<file path="config.mk">
export PLATFORM = sky130hd
export DESIGN_NAME = memory_descriptor_coalescer_top
export DESIGN_NICKNAME = d
export VERILOG_FILES = /design/src/rtl/core/mdc_pkg.sv /design/src/rtl/core/memory_descriptor_coalescer_top.sv
export SDC_FILE = /design/constraint.sdc
export NUM_CORES = 2
export LEC_CHECK = 0
export BUFFER_PORTS_ARGS = -buffer_cell sky130_fd_sc_hd__buf_2
export CELL_PAD_IN_SITES_DETAIL_PLACEMENT = 0
export CELL_PAD_IN_SITES_GLOBAL_PLACEMENT = 2
export CORE_ASPECT_RATIO = 1.1
export CORE_MARGIN = 5
export CORE_UTILIZATION = 40
export DETAILED_ROUTE_END_ITERATION = 10
export PLACE_DENSITY = 0.77
export RECOVER_POWER = 50
export SETUP_SLACK_MARGIN = 0.2
export SYNTH_ARGS = -nofsm -noshare
export SYNTH_HDL_FRONTEND = slang
export SYNTH_SLANG_ARGS = --single-unit
</file>
<file path="constraint.sdc">
create_clock -name clk -period 42 [get_ports clk]
set_input_delay 8.4 -clock clk [delete_from_list [all_inputs] [get_ports clk]]
set_output_delay 8.4 -clock clk [all_outputs]
set_load 0.01 [all_outputs]
</file>
<file path="src/rtl/core/mdc_pkg.sv">
// Shared types, memory type codes and result queue sizing for the descriptor coalescer.
package mdc_pkg;

  localparam logic [3:0] EFI_LOADER_CODE        = 4'd1;
  localparam logic [3:0] EFI_LOADER_DATA        = 4'd2;
  localparam logic [3:0] EFI_BOOT_SERVICES_CODE = 4'd3;
  localparam logic [3:0] EFI_BOOT_SERVICES_DATA = 4'd4;
  localparam logic [3:0] EFI_CONVENTIONAL       = 4'd7;

  localparam int PAGE_SHIFT = 12;
  localparam int QUEUE_DEPTH = 4;
  localparam int QPTR_W = $clog2(QUEUE_DEPTH);
  localparam int QCNT_W = $clog2(QUEUE_DEPTH + 1);

  typedef struct packed {
    logic [3:0]  mem_type;
    logic [63:0] phys_start;
    logic [63:0] virt_start;
    logic [63:0] page_count;
    logic [63:0] attr_bits;
    logic        final_entry;
  } desc_in_t;

  typedef struct packed {
    logic [3:0]  out_type;
    logic [63:0] out_phys_start;
    logic [63:0] out_virt_start;
    logic [63:0] out_pages;
    logic [63:0] out_attr;
    logic        out_final;
  } desc_out_t;

  function automatic logic type_mergeable(input logic [3:0] t);
    type_mergeable = (t == EFI_LOADER_CODE) || (t == EFI_LOADER_DATA) ||
                     (t == EFI_BOOT_SERVICES_CODE) || (t == EFI_BOOT_SERVICES_DATA) ||
                     (t == EFI_CONVENTIONAL);
  endfunction

endpackage

</file>
<file path="src/rtl/core/memory_descriptor_coalescer_top.sv">
// Memory map descriptor coalescer: merges adjacent compatible descriptors into a result stream.
//
// Takes one memory map descriptor per cycle and holds one pending descriptor. A descriptor
// with equal attributes that starts where the pending one ends, with both types among loader
// code/data, boot services code/data and conventional, is folded into it as conventional
// memory; otherwise the pending one leaves and the new one is held. final_entry flushes the
// pending descriptor with out_final set. Each beat is decided in the cycle it is accepted
// (one 64-bit end-address compare against a precomputed end register) and its zero, one or two
// results go into a four-entry result queue read by out_valid/out_stall. in_stall is high
// while fewer than two queue entries are free, so with a free-running output the block takes
// one descriptor every cycle, and its results are registered in the queue and leave in order.
module memory_descriptor_coalescer_top (
  input  logic                clk,
  input  logic                rst_n,
  input  logic                in_valid,
  output logic                in_stall,
  input  mdc_pkg::desc_in_t   in_data,
  output logic                out_valid,
  input  logic                out_stall,
  output mdc_pkg::desc_out_t  out_data
);

  logic                        pend_valid_r, pend_valid_nxt;
  logic [3:0]                  pend_type_r, pend_type_nxt;
  logic [63:0]                 pend_start_r, pend_start_nxt;
  logic [63:0]                 pend_virt_r, pend_virt_nxt;
  logic [63:0]                 pend_pages_r, pend_pages_nxt;
  logic [63:0]                 pend_attr_r, pend_attr_nxt;
  logic [63:0]                 pend_end_r, pend_end_nxt;

  mdc_pkg::desc_out_t          queue_r [mdc_pkg::QUEUE_DEPTH];
  logic [mdc_pkg::QPTR_W-1:0]  wr_ptr_r, wr_ptr_nxt;
  logic [mdc_pkg::QPTR_W-1:0]  rd_ptr_r, rd_ptr_nxt;
  logic [mdc_pkg::QCNT_W-1:0]  count_r, count_nxt;

  logic                        in_fire;
  logic                        out_fire;
  logic                        merge;
  logic                        emit_old;
  logic                        push_one;
  logic                        push_two;
  logic [1:0]                  push_n;
  logic [63:0]                 sum_pages;
  mdc_pkg::desc_out_t          old_desc;
  mdc_pkg::desc_out_t          fin_desc;
  mdc_pkg::desc_out_t          first_desc;
  logic [mdc_pkg::QPTR_W-1:0]  wr_ptr_inc;

  assign in_stall  = count_r > mdc_pkg::QCNT_W'(mdc_pkg::QUEUE_DEPTH - 2);
  assign in_fire   = in_valid && !in_stall;
  assign out_valid = count_r != '0;
  assign out_fire  = out_valid && !out_stall;
  assign out_data  = queue_r[rd_ptr_r];

  always_comb begin
    merge = pend_valid_r && (in_data.attr_bits == pend_attr_r) &&
            (pend_end_r == in_data.phys_start) &&
            mdc_pkg::type_mergeable(in_data.mem_type) &&
            mdc_pkg::type_mergeable(pend_type_r);
    emit_old  = pend_valid_r && !merge;
    sum_pages = pend_pages_r + in_data.page_count;

    if (merge) begin
      pend_type_nxt  = mdc_pkg::EFI_CONVENTIONAL;
      pend_start_nxt = pend_start_r;
      pend_virt_nxt  = pend_virt_r;
      pend_pages_nxt = sum_pages;
      pend_attr_nxt  = pend_attr_r;
    end else begin
      pend_type_nxt  = in_data.mem_type;
      pend_start_nxt = in_data.phys_start;
      pend_virt_nxt  = in_data.virt_start;
      pend_pages_nxt = in_data.page_count;
      pend_attr_nxt  = in_data.attr_bits;
    end
    pend_end_nxt   = in_data.phys_start +
                     {in_data.page_count[63-mdc_pkg::PAGE_SHIFT:0],
                      {mdc_pkg::PAGE_SHIFT{1'b0}}};
    pend_valid_nxt = !in_data.final_entry;

    old_desc = '{out_type: pend_type_r, out_phys_start: pend_start_r,
                 out_virt_start: pend_virt_r, out_pages: pend_pages_r,
                 out_attr: pend_attr_r, out_final: 1'b0};
    fin_desc = '{out_type: pend_type_nxt, out_phys_start: pend_start_nxt,
                 out_virt_start: pend_virt_nxt, out_pages: pend_pages_nxt,
                 out_attr: pend_attr_nxt, out_final: 1'b1};
    first_desc = emit_old ? old_desc : fin_desc;

    push_one = in_fire && (emit_old || in_data.final_entry);
    push_two = in_fire && emit_old && in_data.final_entry;
    push_n   = {1'b0, push_one} + {1'b0, push_two};

    wr_ptr_inc = wr_ptr_r + mdc_pkg::QPTR_W'(1);
    wr_ptr_nxt = wr_ptr_r + mdc_pkg::QPTR_W'(push_n);
    rd_ptr_nxt = rd_ptr_r + mdc_pkg::QPTR_W'(out_fire);
    count_nxt  = count_r + mdc_pkg::QCNT_W'(push_n) - mdc_pkg::QCNT_W'(out_fire);
  end

  always_ff @(posedge clk) begin
    if (!rst_n) begin
      pend_valid_r <= 1'b0;
      wr_ptr_r     <= '0;
      rd_ptr_r     <= '0;
      count_r      <= '0;
    end else begin
      if (in_fire) begin
        pend_valid_r <= pend_valid_nxt;
      end
      wr_ptr_r <= wr_ptr_nxt;
      rd_ptr_r <= rd_ptr_nxt;
      count_r  <= count_nxt;
    end
  end

  always_ff @(posedge clk) begin
    if (in_fire) begin
      pend_type_r  <= pend_type_nxt;
      pend_start_r <= pend_start_nxt;
      pend_virt_r  <= pend_virt_nxt;
      pend_pages_r <= pend_pages_nxt;
      pend_attr_r  <= pend_attr_nxt;
      pend_end_r   <= pend_end_nxt;
    end
    for (int i = 0; i < mdc_pkg::QUEUE_DEPTH; i++) begin
      if (push_one && (wr_ptr_r == mdc_pkg::QPTR_W'(i))) begin
        queue_r[i] <= first_desc;
      end else if (push_two && (wr_ptr_inc == mdc_pkg::QPTR_W'(i))) begin
        queue_r[i] <= fin_desc;
      end
    end
  end

endmodule

</file>
==> metrics.txt <==
top cells by area, synth=edfxtp_1 (58%), mux4_2 (8.4%), a21oi_1 (5.0%), nand2_1 (4.8%), nor2_1 (3.3%); Post-DRT Antenna Nets=0; core area=0.1751 mm^2; CTS tree=done; leak pwr=approximately 0.028 uW; drt wl/cell=about 27 um; DIE HEIGHT=about 450 um; Yosys cell types=82; failing checks=capacitance limit, slew limit; Core Util, Final=approximately 45%; placed insts=around 8400; Maximum Capacitance Violations=36; largest net degree at the start of global routing=180; Post-CTS Resized=0; Critical Path End Type=flop; Fmax=43.65 MHz; CTS Root Cell=clkbuf_16; leading area contributor after synthesis=edfxtp_1; worst setup path start=in_valid; H-tree Lvls=4; Worst IR Drop VDD=approximately 0.043 mV; clock sink count=around 1400; Routability Congestion=0.8563; die area=0.1845 mm^2; Hold Vio Cnt, Final=0; Synth top area share=between 50% and 60%; Placement Setup Slack=26.68 ns; Port Buf Inserts=~530; layout overhead on the synthesized area=12.41%; All-Layer GR Usage=24.81%; EDFF count, synth=1367; clk_lat worst skew=0.81 ns; DR vias/cell=around 5.7; minimum clock period=approximately 23 ns; commonest non-fill, non-tap cell in the layout=edfxtp_1; worst-margin pin slew=just under 8 ns; I/O Pins=about 530; synthesized instance count=~6000; CP arrival=23.41 ns; Data required, critical path=between 40 and 50 ns; Power Density=between 50 and 60 mW/mm^2; CP Max Fanout=approximately 120; CTS Buf Count=between 150 and 200; layout cells sized above 1=12.25%; Setup Crit Path Kind=in -> reg; Syn Nets=6296; Setup Skew=about 0.034 ns; Hold Buf Count CTS=0; Final HPWL DP=152.9 mm; Max-Slew Margin vs Limit=-429.8%; RSZ-0062 raised after global routing=no; drt first pass iters=6; Max clock buf depth=3; Finished Layout Cells=8678; Most used DFF post-synth=edfxtp_1; post-synthesis sequential area ratio=approximately 59%; Worst Hold Class=reg -> reg; status=finished, violations left; Reg clk slew, reported paths=~0.06 ns; chip width=slightly above 400 um; DR iter-0 viols=between 5000 and 6000; detailed-route via count=49201; vias in the first global route=approximately 47000; setup_tns=0 ns; Startpoint Class=input pin; most frequent cells in the layout=edfxtp_1 (1367), nand2_1 (897), a21oi_1 (698); hold path start=queue_r[2][0]$_SDFFE_PP1P_; Slew Limit Fails=approximately 1900; # nets final=around 6600; Async S/R FF share, synth=0%; initial core utilization=~40%; setup violators final=0; Post-CTS Setup Bufs=0; r2r startpoint=count_r[0]$_SDFF_PN0_; DRC errors left=0; Avg Cell Area, Syn=11.92 um^2; Cell Rows=around 160; GRT Residual Overflow=0; Yosys reg bits=1376; first-pass GRT wire length=~340 mm; initial antenna violation count=between 40 and 50; synthesized area=a little over 0.07 mm^2; total number of yosys warnings=0; Final WS setup=around 19 ns; Detailed Route WL=between 200 and 250 mm; final worst-path cycle share=a little over half
-- synth_stat cells (4+ instances only) --
master and instances:
o211ai_1 5, buf_1 43, nor2b_1 30, a31o_2 4, inv_1 210, nor2_1 621
a211oi_1 22, a22oi_1 10, or3_1 4, o21ai_1 8, mux2_2 13, a21o_1 77
a221oi_1 7, a21oi_1 698, ha_1 120, nor3_1 28, nand4_1 37, buf_2 164
nand3_1 34, and3_1 13, xor2_1 136, or2_2 5, or4_1 5, edfxtp_1 1367
o21bai_1 26, dfxtp_1 9, mux4_2 261, a22o_1 83, o21ai_0 263, buf_4 18
nand2b_1 20, xnor2_1 105, clkbuf_1 190, a221o_1 4, and4_1 8, mux2i_1 215
a21boi_0 5, o21a_1 13, a31oi_1 15, nor4_1 34, nand2_1 895, and2_1 12
o31ai_1 5
-- worst max-delay path, cell delays in order --
cell and delay (ns):
clkbuf_1 0.09, nand2_1 0.21, clkinvlp_2 3.30, nand2_1 1.29
or2_2 0.31, nand2_1 0.15, nor2_1 2.10, clkinvlp_2 4.97
buf_4 1.64, buf_4 0.52, nor2_1 0.20, a21oi_1 0.06
-- state kept, by name (all words and copies together) (netlist names) --
signal and count:
wr_ptr_r 2, queue_r 1044, rd_ptr_r 2, count_r 3, pend_valid_r 1, pend_start_r 64
pend_end_r 64, pend_type_r 4, pend_pages_r 64, pend_attr_r 64, pend_virt_r 64
-- metal layers --
metal / track usage, % / share of wire [%]
met1: 34.03 / 42
met2: 40.83 / 48
met3: 4.372 / 7.5
met4: 6.897 / 2.8
met5: 0 / 0.042
-- layout make-up --
type,instances,area (um^2)
Antenna cell,21,52.55
Sequential cell,1376,41230
Fill cell,16260,95920
Tap cell,2282,2855
Inverter,212,800.8
Timing Repair Buffer,593,2705
Clock buffer,209,4167
Multi-Input combinational cell,3902,26520
Clock inverter,83,799.5
-- metrics by stage --
step | power [uW] | hold WS, ns | area, um^2
final | 4518 | 0.5342 | 79130
after global routing | 4719 | 0.5671 | 79100
after global placement | 3190 | 0.5134 | 74720
after floorplan | 2715 | 0.4419 | 70400
after CTS | 4554 | 0.5403 | 79680
after detailed placement | 3197 | 0.5280 | 74720
-- power by group --
part	internal [uW]	total, uW	switching, uW
Clock	770	1350	582
Sequential	1770	1870	101
Combinational	468	1300	833
-- path summary, 6_finish.rpt --
kind | cells after the start | slack, ns | to
max | 12 | 19.09 | queue_r[3][229]$_DFFE_PP_
min | 2 | 0.53 | queue_r[2][0]$_SDFFE_PP1P_
max reg2reg | 12 | 26.31 | queue_r[3][229]$_DFFE_PP_
min reg2reg | 2 | 0.53 | queue_r[2][0]$_SDFFE_PP1P_
-- logic make-up after synthesis --
kind of cell / Yosys count / synth area share (%)
AOI/OAI and AO/OA: 1282 / 10.51
xor gates and xnor gates: 241 / 2.998
adders and majority gates: 124 / 2.232
buffers and inverters: 630 / 3.770
DFF: 1376 / 58.57
muxes: 489 / 11.62
and+or+nand+nor: 1766 / 10.30
Power figures use the tool's default switching activity.
